`src/hw/rtl/mpsm_pkg.sv`:
```
// Shared types and constants of the multi-pattern string matcher.
// No dependencies.
`timescale 1ns / 1ps
`default_nettype none
package mpsm_pkg;
  localparam int unsigned MaxNodes    = 1024;
  localparam int unsigned NodeW       = $clog2(MaxNodes);
  localparam int unsigned Alphabet    = 26;
  localparam int unsigned SymW        = 5;
  localparam int unsigned RowW        = Alphabet * NodeW;
  localparam int unsigned PatW        = 32;
  localparam int unsigned PidW        = 5;
  localparam int unsigned QPtrW       = NodeW + 1;
  localparam int unsigned InDataW     = 16;
  localparam int unsigned OutDataW    = 80;

  typedef enum logic [1:0] {
    FUNC_LOAD  = 2'd0,
    FUNC_BUILD = 2'd1,
    FUNC_SCAN  = 2'd2,
    FUNC_NONE  = 2'd3
  } func_e;

  typedef enum logic [1:0] {
    ST_OK        = 2'd0,
    ST_FULL      = 2'd1,
    ST_LOAD_LATE = 2'd2,
    ST_SCAN_EARLY = 2'd3
  } status_e;

  typedef struct packed {
    func_e            func;
    logic [SymW-1:0]  symbol;
    logic [PidW-1:0]  pattern_id;
    logic             pattern_end;
    logic             restart;
    logic             sym_ok;
  } cmd_t;

  typedef struct packed {
    logic clearing;
    logic busy;
  } eng_status_t;
endpackage
`default_nettype wire

```
`src/hw/rtl/mpsm_front.sv`:
```
// Front end: accepts input transfers, decodes them into commands and queues them.
// Depends on mpsm_pkg.
`timescale 1ns / 1ps
`default_nettype none
module mpsm_front (
  input  logic                          clk_i,
  input  logic                          rst_ni,
  input  logic                          s_axis_tvalid_i,
  output logic                          s_axis_tready_o,
  input  logic [mpsm_pkg::InDataW-1:0]  s_axis_tdata_i,
  input  logic                          s_axis_tlast_i,
  input  logic [1:0]                    s_axis_tuser_i,
  output logic                          cmd_valid_o,
  input  logic                          cmd_ready_i,
  output mpsm_pkg::cmd_t                cmd_o
);
  import mpsm_pkg::*;

  cmd_t       q_mem [2];
  logic       wr_ptr_q, rd_ptr_q;
  logic [1:0] cnt_q;
  cmd_t       dec;
  logic       push, pop;

  always_comb begin
    dec.func        = func_e'(s_axis_tuser_i);
    dec.symbol      = s_axis_tdata_i[4:0];
    dec.pattern_id  = s_axis_tdata_i[9:5];
    dec.pattern_end = s_axis_tlast_i;
    dec.restart     = s_axis_tdata_i[10];
    dec.sym_ok      = ({1'b0, s_axis_tdata_i[4:0]} < 6'(Alphabet));
  end

  assign s_axis_tready_o = (cnt_q != 2'd2);
  assign push = s_axis_tvalid_i && s_axis_tready_o;
  assign cmd_valid_o = (cnt_q != 2'd0);
  assign pop = cmd_valid_o && cmd_ready_i;
  assign cmd_o = q_mem[rd_ptr_q];

  always_ff @(posedge clk_i) begin
    if (push) q_mem[wr_ptr_q] <= dec;
  end

  always_ff @(posedge clk_i or negedge rst_ni) begin
    if (!rst_ni) begin
      wr_ptr_q <= 1'b0;
      rd_ptr_q <= 1'b0;
      cnt_q    <= 2'd0;
    end else begin
      if (push) wr_ptr_q <= ~wr_ptr_q;
      if (pop) rd_ptr_q <= ~rd_ptr_q;
      cnt_q <= cnt_q + 2'(push) - 2'(pop);
    end
  end
endmodule
`default_nettype wire

```
`config.mk`:
```
export PLATFORM = sky130hd
export DESIGN_NAME = mpsm_front
export DESIGN_NICKNAME = d
export VERILOG_FILES = /design/src/hw/rtl/mpsm_pkg.sv /design/src/hw/rtl/mpsm_front.sv
export SDC_FILE = /design/constraint.sdc
export NUM_CORES = 1
export LEC_CHECK = 0
export BUFFER_PORTS_ARGS = -buffer_cell sky130_fd_sc_hd__clkbuf_2
export CORE_MARGIN = 4
export CORE_UTILIZATION = 53
export DETAILED_ROUTE_END_ITERATION = 12
export HOLD_SLACK_MARGIN = 0.02
export PLACE_DENSITY = 0.93
export SYNTH_ARGS = -nofsm -noshare
export SYNTH_HDL_FRONTEND = slang
export SYNTH_SLANG_ARGS = --single-unit
```
`constraint.sdc`:
```
create_clock -name clk_i -period 5 [get_ports clk_i]
set_clock_uncertainty 0.2 [all_clocks]
set_input_delay 0 -clock clk_i [delete_from_list [all_inputs] [get_ports clk_i]]
set_output_delay 0 -clock clk_i [all_outputs]
set_load 0.05 [all_outputs]
```
==> flow_metrics.env, run 1 <==
export IMPL_finalWirelength_um=2470
export IMPL_crit_type="reg -> reg"
export IMPL_antenna_found_initial=0
export IMPL_mappedNetlistNets=94
export IMPL_final_layout_size_suffix_gt1_share_pct=46.5
export IMPL_synth_top_cell_area_share_pct=68.2
export IMPL_postCtsResizedCells=0
export IMPL_routabilityCongestion=0.642
export IMPL_inst_count_dp=131
export IMPL_final_tns_setup_ps=0
export IMPL_netlist_area_um2=1320
export IMPL_grt_max_degree=17
export IMPL_worstPathMaxFanout=8
export IMPL_synth_seq_cells=34
export IMPL_timing_final_hold_violations=0
export IMPL_htree_levels=2
export IMPL_worstSkewPairLatency_ps=330
export IMPL_cap_violations=0
export IMPL_ys_async_sr_fraction_pct=11.8
export IMPL_area_growth_syn_to_layout_pct=32.8
export IMPL_final_min_clock_period_ps=2030
export IMPL_hold_class="in -> reg"
export IMPL_end_kind="flop"
export IMPL_yosysUniqueCellTypes=18
export IMPL_max_clock_freq_ghz=0.493
export IMPL_routed_wire_length_per_instance_um=15.7
export IMPL_post_synth_top_count_cell="sky130_fd_sc_hd__edfxtp_1"
export IMPL_total_of_buffers_placed_on_input_and_output_ports=34
export IMPL_ys_warn_count=0
export IMPL_number_of_enable_type_register_cells_in_the_synthesized_netlist=30
export IMPL_finish_instance_area_um2=1750
export IMPL_worstPathArrival_ps=1870
export IMPL_count_of_boundary_i_o_pins=40
export IMPL_synth_main_ff_cell="sky130_fd_sc_hd__edfxtp_1"
export IMPL_vias=798
export IMPL_max_slew_margin_rel_pct=56.5
export IMPL_cellPowerDensity_nw_per_um2=602
export IMPL_drt_first_pass_iters=3
export IMPL_finish_stage_setup_viols=0
export IMPL_gate_count_post_synth=70
export IMPL_worst_setup_path_start_kind="flop"
export IMPL_post_route_period_util_pct=40.6
export IMPL_first_pass_grt_wire_length_um=4070
export IMPL_crit_required_ps=4840
export IMPL_fp_dieW_um=57.9
export IMPL_tritoncts="built"
export IMPL_drt_vias_per_instance=5.08
export IMPL_initial_utilization_pct=57.5
export IMPL_clock_tree_buffer_depth=2
export IMPL_area_of_the_die_um2=3350
export IMPL_post_cts_repair_setup_buffers=0
export IMPL_timing_max_transition_violations_final=0
export IMPL_final_net_count=152
export IMPL_rsz0062_at_grt="false"
export IMPL_count_of_clock_tree_sinks=34
export IMPL_synth_top_cells_by_area="sky130_fd_sc_hd__edfxtp_1, sky130_fd_sc_hd__mux2_2, sky130_fd_sc_hd__dfrtp_1"
export IMPL_power_leakage_nw=0.690
export IMPL_synth_largest_area_cell="sky130_fd_sc_hd__edfxtp_1"
export IMPL_register_area_um2=1000
export IMPL_ctsRootBufferMaster="sky130_fd_sc_hd__clkbuf_4"
export IMPL_synth_yosys_seq_area_share_pct=75.8
export IMPL_cts_hold_buffers=18
export IMPL_die_h_um=57.9
export IMPL_cts_made_buffers=5
export IMPL_antenna_cells_inserted=0
export IMPL_core_um2=2300
export IMPL_globalRouteOverflowTotal=0
export IMPL_vdd_drop_max_uv=433
export IMPL_grt_pass1_vias=898
export IMPL_syn_mean_instance_area_um2=18.9
export IMPL_placementRows=17
export IMPL_worst_slew_pin_slew_ps=653
export IMPL_cts_reportedPaths_clkPinSlew_ps=100
export IMPL_drt_drc_violations_left=0
export IMPL_layoutNonFillerInstCount=157
export IMPL_multi_input_comb_area_um2=309
export IMPL_fillers=153
export IMPL_grt_util_all_layers_pct=17.4
export IMPL_placed_area_um2=1520
export IMPL_number_of_nets_with_antenna_violations_after_detailed_routing=0
export IMPL_run_status="completed"
export IMPL_drt_iter0_drc=8
export IMPL_dp_hpwl_um=1650
export IMPL_synthTopCellsByCount="sky130_fd_sc_hd__edfxtp_1, sky130_fd_sc_hd__mux2_2, sky130_fd_sc_hd__dfrtp_1"
-- cell families (layout without fill, tap and decap cells) --
| family | Yosys count | after routing | synth area share, % |
|---|---|---|---|
| buffers and inverters | 2 | 61 | 0.758 |
| adder cells (fa/ha/maj) | 1 | 1 | 0.948 |
| flip-flops | 34 | 34 | 75.8 |
| multiplexers | 15 | 15 | 12.8 |
| XOR/XNOR | 3 | 3 | 1.99 |
| AND/OR/NAND/NOR | 11 | 11 | 4.83 |
| AO/OA/AOI/OAI | 4 | 4 | 2.84 |
-- power breakdown --
| part | switching, W | leakage (nW) | internal (W) | total [W] |
|---|---|---|---|---|
| clock network | 0.0000866 | 0.0297 | 0.0000527 | 0.000139 |
| registers | 0.0000526 | 0.325 | 0.000391 | 0.000444 |
| logic | 0.000323 | 0.336 | 0.000150 | 0.000472 |
| total | 0.000462 | 0.690 | 0.000593 | 0.00106 |
-- area by class of cell --
type	instances	area share, %
multi-input cells	34	17.6
flip-flops and latches	34	57.1
well taps	28	2.00
clock buffers	6	2.36
clock inverters	2	0.500
repair buffers	53	20.4
-- worst max-delay path, stage by stage (launching register included) --
cell and delay [ps]:
sky130_fd_sc_hd__dfrtp_1 460, sky130_fd_sc_hd__nand2b_1 190, sky130_fd_sc_hd__nand2_1 100, sky130_fd_sc_hd__nor2_1 510
sky130_fd_sc_hd__buf_4 290
-- placed cells by master, fill, tap and decap left out, types with 2 or more instances in the layout --
cell,count
sky130_fd_sc_hd__edfxtp_1,30
sky130_fd_sc_hd__dfrtp_1,4
sky130_fd_sc_hd__xnor2_1,3
sky130_fd_sc_hd__dlygate4sd3_1,18
sky130_fd_sc_hd__mux2_2,15
sky130_fd_sc_hd__nor2_1,3
sky130_fd_sc_hd__nand2_1,2
sky130_fd_sc_hd__clkbuf_4,5
sky130_fd_sc_hd__clkbuf_2,34
-- routing by layer --
metal | wire length [um] | track usage, % | vias up | share of wire (%)
met3 | 147 | 6.90 | 7 | 5.9
met2 | 1420 | 31.8 | 24 | 58
met5 | 0 | 0 | - | 0
li1 | - | - | 383 | -
met1 | 859 | 17.0 | 384 | 35
met4 | 39 | 7.95 | 0 | 1.6
-- flip-flops by register name, indices dropped and copies added, names as in the netlist --
signal,flops
cnt_q,2
q_mem,30
wr_ptr_q,1
rd_ptr_q,1
-- through the flow --
| step | setup slack, ps | util (%) | total power (W) | hold slack [ps] |
|---|---|---|---|---|
| after floorplan | 2690 | - | 0.000814 | -496 |
| after global placement | 3030 | 66.3 | 0.000899 | -384 |
| after detailed placement | 2970 | 66.3 | 0.000916 | -383 |
| after CTS | 2940 | 76.3 | 0.00107 | 176 |
| after global routing | 2820 | 76.3 | 0.00111 | 167 |
| final | 2970 | 76.3 | 0.00106 | 192 |
-- path summary, 6_finish.rpt --
path | slack (ps) | cells past startpoint | to | start
min reg2reg | 320 | 1 | wr_ptr_q$_DFFE_PN0P_ | wr_ptr_q$_DFFE_PN0P_
min | 190 | 2 | q_mem[0][2]$_DFFE_PP_ | s_axis_tlast_i
min in group asynchronous | 370 | 3 | rd_ptr_q$_DFFE_PN0P_ | rst_ni
max | 2970 | 4 | q_mem[0][11]$_DFFE_PP_ | cnt_q[0]$_DFF_PN0_
max in group asynchronous | 4050 | 3 | cnt_q[1]$_DFF_PN0_ | rst_ni
max reg2reg | 2970 | 4 | q_mem[0][11]$_DFFE_PP_ | cnt_q[0]$_DFF_PN0_
No activity file was read; power rests on OpenSTA's default activity.
==> run 2: changes to the inputs <==
--- a/config.mk
+++ b/config.mk
@@ -7,10 +7,10 @@
 export LEC_CHECK = 0
 export BUFFER_PORTS_ARGS = -buffer_cell sky130_fd_sc_hd__clkbuf_2
 export CORE_MARGIN = 4
-export CORE_UTILIZATION = 53
+export CORE_UTILIZATION = 49
 export DETAILED_ROUTE_END_ITERATION = 12
 export HOLD_SLACK_MARGIN = 0.02
-export PLACE_DENSITY = 0.93
+export PLACE_DENSITY = 0.88
 export SYNTH_ARGS = -nofsm -noshare
 export SYNTH_HDL_FRONTEND = slang
 export SYNTH_SLANG_ARGS = --single-unit
==> constraint.sdc (replaced) <==
create_clock -name clk_i -period 2 [get_ports clk_i]
set_clock_uncertainty 0.2 [all_clocks]
set_input_delay 0 -clock clk_i [delete_from_list [all_inputs] [get_ports clk_i]]
set_output_delay 0 -clock clk_i [all_outputs]
set_load 0.05 [all_outputs]
==> run 2 against run 1 <==
Clock power grew 140%. Combinational power grew to 2.6 times the previous value. Highest routed layer unchanged. Critical path depth shrank 1. Power grew to 2.5 times the previous value. First-iteration DRC count grew 100%. Via count shrank 0.38%. Non-clock buffer count is the same. Final area grew 0.50%. Core utilization shrank 6.5 points. Routed wire length shrank 1.1%. Flip-flop and latch count is the same. Register-to-register slack lost 2600 ps.
==> flow_metrics.env, run 2 (synthesis results as in run 1) <==
export IMPL_fillers=179
export IMPL_globalRouteOverflowTotal=0
export IMPL_routed_wire_length_per_instance_um=15.4
export IMPL_final_util_pct=69.8
export IMPL_first_pass_grt_wire_length_um=3830
export IMPL_grt_max_degree=16
export IMPL_cts_reportedPaths_clkPinSlew_ps=100
export IMPL_cts_made_buffers=5
export IMPL_drt_first_pass_iters=4
export IMPL_timing_hold_worst_path_depth=2
export IMPL_power_leakage_nw=0.689
export IMPL_initial_utilization_pct=52.3
export IMPL_hold_class="in -> reg"
export IMPL_slowest_cell_on_crit_path="sky130_fd_sc_hd__dfrtp_1"
export IMPL_area_of_the_die_um2=3590
export IMPL_placed_area_um2=1530
export IMPL_register_with_the_highest_flop_count="q_mem"
export IMPL_crit_required_ps=1800
export IMPL_worstPathCellList="buf_4, mux2_2, clkbuf_2"
export IMPL_max_clock_freq_ghz=0.570
export IMPL_end_kind="output pin"
export IMPL_max_slew_margin_rel_pct=69.6
export IMPL_layoutNonFillerInstCount=159
export IMPL_dp_hpwl_um=1620
export IMPL_fp_dieW_um=59.9
export IMPL_routabilityCongestion=0.671
export IMPL_registers_with_the_most_flip_flops="q_mem x30, cnt_q x2"
export IMPL_timing_max_transition_violations_final=0
export IMPL_reg2reg_depth=3
export IMPL_htree_levels=2
export IMPL_commonest_non_fill_non_tap_cell_in_the_layout="sky130_fd_sc_hd__clkbuf_2"
export IMPL_reg2reg_slack_ps=330
export IMPL_worstSkewPairLatency_ps=330
export IMPL_ctsRootBufferMaster="sky130_fd_sc_hd__clkbuf_4"
export IMPL_drt_vias_per_instance=5.00
export IMPL_final_min_clock_period_ps=1750
export IMPL_worst_setup_path_start_kind="flop"
export IMPL_critical_path_max_stage_delay_ps=380
export IMPL_run_status="completed"
export IMPL_tritoncts="built"
export IMPL_clock_tree_buffer_depth=2
export IMPL_inst_count_dp=133
export IMPL_hold_crit_endpoint="q_mem[0][1]$_DFFE_PP_"
export IMPL_final_net_count=152
export IMPL_cap_violations=0
export IMPL_total_of_buffers_placed_on_input_and_output_ports=34
export IMPL_vdd_drop_max_uv=944
export IMPL_post_cts_repair_setup_buffers=0
export IMPL_worstPathMaxFanout=15
export IMPL_antenna_cells_inserted=0
export IMPL_finish_stage_setup_viols=0
export IMPL_area_growth_syn_to_layout_pct=33.5
export IMPL_most_common_layout_cells="sky130_fd_sc_hd__clkbuf_2, sky130_fd_sc_hd__edfxtp_1, sky130_fd_sc_hd__dlygate4sd3_1"
export IMPL_placementRows=18
export IMPL_worst_r2r_endpoint="q_mem[0][12]$_DFFE_PP_"
export IMPL_vias=795
export IMPL_antenna_found_initial=0
export IMPL_grt_pass1_vias=846
export IMPL_postCtsResizedCells=0
export IMPL_grt_util_all_layers_pct=15.3
export IMPL_finish_instance_area_um2=1760
export IMPL_largest_register_ff_count=30
export IMPL_drt_iter0_drc=16
export IMPL_final_layout_size_suffix_gt1_share_pct=46.5
export IMPL_cts_hold_buffers=18
export IMPL_worst_slew_pin_slew_ps=454
export IMPL_rsz0062_at_grt="false"
export IMPL_finalWirelength_um=2440
export IMPL_drt_drc_violations_left=0
export IMPL_count_of_clock_tree_sinks=34
export IMPL_crit_type="reg -> out"
export IMPL_timing_final_hold_violations=0
export IMPL_post_route_period_util_pct=87.7
export IMPL_count_of_boundary_i_o_pins=40
export IMPL_die_h_um=59.9
export IMPL_final_tns_setup_ps=0
export IMPL_min_delay_start="s_axis_tdata_i[10]"
export IMPL_worstPathArrival_ps=1550
export IMPL_cellPowerDensity_nw_per_um2=1500
export IMPL_number_of_nets_with_antenna_violations_after_detailed_routing=0
export IMPL_core_um2=2520
export IMPL_startpoint_of_the_lowest_slack_register_to_register_path="cnt_q[0]$_DFF_PN0_"
run 2: cell count changes in the layout (fill, tap and decap cells not counted):
cell                       delta
sky130_fd_sc_hd__clkbuf_1     -1
sky130_fd_sc_hd__clkinv_1     +2
sky130_fd_sc_hd__nor2_4       +1
sky130_fd_sc_hd__nor2_1       -1
sky130_fd_sc_hd__clkinv_2     -1
run 2: critical path, delay by kind of cell, from the launching register on:
family | cells | cell delay (ps)
flops | 1 | 380
mux | 1 | 370
buf+inv | 2 | 480
run 2: power by group:
group	switching [W]	internal, W
sequential	0.0000829	0.000979
clock	0.000211	0.000125
combinational	0.000866	0.000385
total	0.00116	0.00149
run 2: area by class of cell:
type	count	area [um^2]	share of cell area, %
repair buffers	53	358	20.3
multi-input cells	34	317	18.0
flip-flops and latches	34	1000	56.8
clock inverters	3	11.3	0.639
clock buffers	5	37.5	2.13
well taps	30	37.5	2.13
run 2: worst max-delay path by stage:
stage                                    start                endpoint
after floorplan             cnt_q[0]$_DFF_PN0_   q_mem[0][0]$_DFFE_PP_
after global placement      cnt_q[0]$_DFF_PN0_   q_mem[0][9]$_DFFE_PP_
after detailed placement    cnt_q[0]$_DFF_PN0_  q_mem[0][12]$_DFFE_PP_
after CTS                 rd_ptr_q$_DFFE_PN0P_                cmd_o[6]
after global routing      rd_ptr_q$_DFFE_PN0P_                cmd_o[1]
final                     rd_ptr_q$_DFFE_PN0P_                cmd_o[6]
run 2: through the flow:
step	total power (W)	setup WS (ps)	hold slack (ps)
floorplan	0.00205	70.3	-496
global placement	0.00227	385	-390
detailed placement	0.00232	329	-380
CTS	0.00268	227	187
global route	0.00278	175	185
finish	0.00265	247	198
run 2: metal layers:
| metal | vias to the layer above | share of wire (%) | track usage (%) |
|---|---|---|---|
| li1 | 385 | - | - |
| met1 | 380 | 41 | 16.6 |
| met2 | 27 | 53 | 27.2 |
| met3 | 3 | 5.3 | 4.10 |
| met4 | 0 | 1.3 | 7.59 |
| met5 | - | 0 | 0 |
==> run 3: changes to the inputs <==
--- a/config.mk
+++ b/config.mk
@@ -6,8 +6,10 @@
 export NUM_CORES = 1
 export LEC_CHECK = 0
 export BUFFER_PORTS_ARGS = -buffer_cell sky130_fd_sc_hd__clkbuf_2
+export CELL_PAD_IN_SITES_DETAIL_PLACEMENT = 0
+export CELL_PAD_IN_SITES_GLOBAL_PLACEMENT = 2
 export CORE_MARGIN = 4
-export CORE_UTILIZATION = 49
+export CORE_UTILIZATION = 35
 export DETAILED_ROUTE_END_ITERATION = 12
 export HOLD_SLACK_MARGIN = 0.02
 export PLACE_DENSITY = 0.88
==> constraint.sdc (replaced) <==
create_clock -name clk_i -period 1.8 [get_ports clk_i]
set_clock_uncertainty 0.2 [all_clocks]
set_input_delay 0 -clock clk_i [delete_from_list [all_inputs] [get_ports clk_i]]
set_output_delay 0 -clock clk_i [all_outputs]
set_load 0.05 [all_outputs]
==> run 3 against run 2 <==
Clock power is 56% higher. Global-route usage fell by 4.9 points. Hold slack better by 57 ps. Power grew 18%. Core utilization is 20 points lower. Largest cell class unchanged. Routed wire length decreased by 4.1%. Worst setup slack worse by 150 ps. Final area grew 4.0%. First-iteration DRC count grew to 2.5 times the previous value. Cell count rose by 11%. Flip-flop and latch count is the same.
==> flow_metrics.env, run 3 (synthesis results as in run 1) <==
export IMPL_vdd_drop_max_uv=913
export IMPL_timing_final_hold_violations=0
export IMPL_grt_pass1_vias=830
export IMPL_end_kind="output pin"
export IMPL_worst_slew_pin_slew_ps=468
export IMPL_largest_register_ff_count=30
export IMPL_drt_iter0_drc=40
export IMPL_vias=791
export IMPL_initial_utilization_pct=36.1
export IMPL_tritoncts="built"
export IMPL_final_min_clock_period_ps=1700
export IMPL_finalWorstSetupSlack_ps=99.4
export IMPL_drt_drc_violations_left=0
export IMPL_slowest_cell_on_crit_path="sky130_fd_sc_hd__dfrtp_1"
export IMPL_antenna_cells_inserted=0
export IMPL_htree_levels=2
export IMPL_total_of_buffers_placed_on_input_and_output_ports=34
export IMPL_worstPathMaxFanout=13
export IMPL_worstPathArrival_ps=1500
export IMPL_fillers=310
export IMPL_max_slew_margin_rel_pct=68.7
export IMPL_finalWirelength_um=2340
export IMPL_count_of_clock_tree_sinks=34
export IMPL_cellPowerDensity_nw_per_um2=1710
export IMPL_min_delay_start="s_axis_tdata_i[9]"
export IMPL_cp_buffers_inverters=2
export IMPL_hold_class="in -> reg"
export IMPL_hold_crit_endpoint="q_mem[1][7]$_DFFE_PP_"
export IMPL_crit_required_ps=1600
export IMPL_final_layout_size_suffix_gt1_share_pct=48.1
export IMPL_timing_hold_worst_path_depth=2
export IMPL_cts_hold_buffers=18
export IMPL_worst_path_dominant_cell_family="flip-flops"
export IMPL_final_tns_setup_ps=0
export IMPL_worst_r2r_endpoint="q_mem[0][5]$_DFFE_PP_"
export IMPL_most_common_layout_cells="sky130_fd_sc_hd__clkbuf_2, sky130_fd_sc_hd__edfxtp_1, sky130_fd_sc_hd__dlygate4sd3_1"
export IMPL_grt_util_all_layers_pct=10.4
export IMPL_drt_first_pass_iters=2
export IMPL_area_growth_syn_to_layout_pct=38.8
export IMPL_core_um2=3660
export IMPL_count_of_boundary_i_o_pins=40
export IMPL_globalRouteOverflowTotal=0
export IMPL_fp_dieW_um=69.4
export IMPL_area_of_the_die_um2=4820
export IMPL_register_with_the_highest_flop_count="q_mem"
export IMPL_worstPathCellList="buf_12, mux2_2, clkbuf_2"
export IMPL_routed_wire_length_per_instance_um=13.2
export IMPL_postCtsResizedCells=0
export IMPL_die_h_um=69.4
export IMPL_run_status="completed"
export IMPL_finish_stage_setup_viols=0
export IMPL_cap_violations=0
export IMPL_startpoint_of_the_lowest_slack_register_to_register_path="cnt_q[0]$_DFF_PN0_"
export IMPL_ctsRootBufferMaster="sky130_fd_sc_hd__clkbuf_8"
export IMPL_dp_hpwl_um=1520
export IMPL_final_net_count=152
export IMPL_antenna_found_initial=0
export IMPL_timing_max_transition_violations_final=0
export IMPL_post_route_period_util_pct=94.5
export IMPL_first_pass_grt_wire_length_um=3910
export IMPL_number_of_nets_with_antenna_violations_after_detailed_routing=0
export IMPL_routabilityCongestion=0.695
export IMPL_worst_setup_path_start_kind="flop"
export IMPL_placementRows=22
export IMPL_drt_vias_per_instance=4.47
export IMPL_clock_tree_buffer_depth=2
export IMPL_dp_worst_setup_slack_ps=141
export IMPL_power_leakage_nw=0.709
export IMPL_max_clock_freq_ghz=0.588
export IMPL_worstSkewPairLatency_ps=270
export IMPL_commonest_non_fill_non_tap_cell_in_the_layout="sky130_fd_sc_hd__clkbuf_2"
export IMPL_critical_path_max_stage_delay_ps=460
export IMPL_reg2reg_depth=3
export IMPL_rsz0062_at_grt="false"
export IMPL_cts_reportedPaths_clkPinSlew_ps=70
export IMPL_cts_made_buffers=5
export IMPL_reg2reg_slack_ps=120
export IMPL_post_cts_repair_setup_buffers=0
export IMPL_grt_max_degree=16
export IMPL_registers_with_the_most_flip_flops="q_mem x30, cnt_q x2"
export IMPL_crit_type="reg -> out"
run 3: worst max path at each step:
stage | endpoint | slack [ps] | cells after the start | start
6_report | cmd_o[0] | 100 | 3 | rd_ptr_q$_DFFE_PN0P_
5_1_grt | q_mem[0][8]$_DFFE_PP_ | 20 | 3 | cnt_q[0]$_DFF_PN0_
4_1_cts | cmd_o[0] | 70 | 3 | rd_ptr_q$_DFFE_PN0P_
3_5_place_dp | q_mem[0][10]$_DFFE_PP_ | 140 | 3 | cnt_q[0]$_DFF_PN0_
3_3_place_gp | q_mem[0][12]$_DFFE_PP_ | 180 | 3 | cnt_q[0]$_DFF_PN0_
2_1_floorplan | q_mem[0][0]$_DFFE_PP_ | 80 | 3 | cnt_q[0]$_DFF_PN0_
run 3: per-stage QoR:
stage / util (%) / power, W / hold WS (ps) / cell area, um^2 / std cells
after floorplan: - / 0.00228 / -496 / 1330 / 70
after global placement: 42.9 / 0.00257 / -388 / 1570 / 151
after detailed placement: 42.9 / 0.00261 / -385 / 1570 / 151
after CTS: 50.0 / 0.00316 / 249 / 1830 / 177
after global routing: 50.0 / 0.00328 / 266 / 1830 / 177
final: 50.0 / 0.00313 / 255 / 1830 / 177
run 3: power breakdown:
part / switching (W) / leakage, nW / internal (W)
clock: 0.000258 / 0.0426 / 0.000266
sequential: 0.000103 / 0.325 / 0.00109
combinational: 0.000956 / 0.341 / 0.000459
total: 0.00132 / 0.709 / 0.00181
run 3: area by class of cell:
cell class / instances / area, um^2 / area share [%]
Multi-Input combinational cell: 34 / 319 / 17.4
Clock buffer: 6 / 72.6 / 3.96
Sequential cell: 34 / 1000 / 54.6
Tap cell: 48 / 60.1 / 3.28
Timing Repair Buffer: 53 / 370 / 20.2
Clock inverter: 2 / 8.76 / 0.478
run 3: layer usage:
layer / vias to the layer above / track usage (%) / part of all wire (%)
met3: 5 / 2.90 / 4.1
li1: 383 / - / -
met5: - / 0 / 0
met4: 0 / 4.56 / 1.3
met1: 384 / 11.9 / 42
met2: 19 / 18.0 / 53
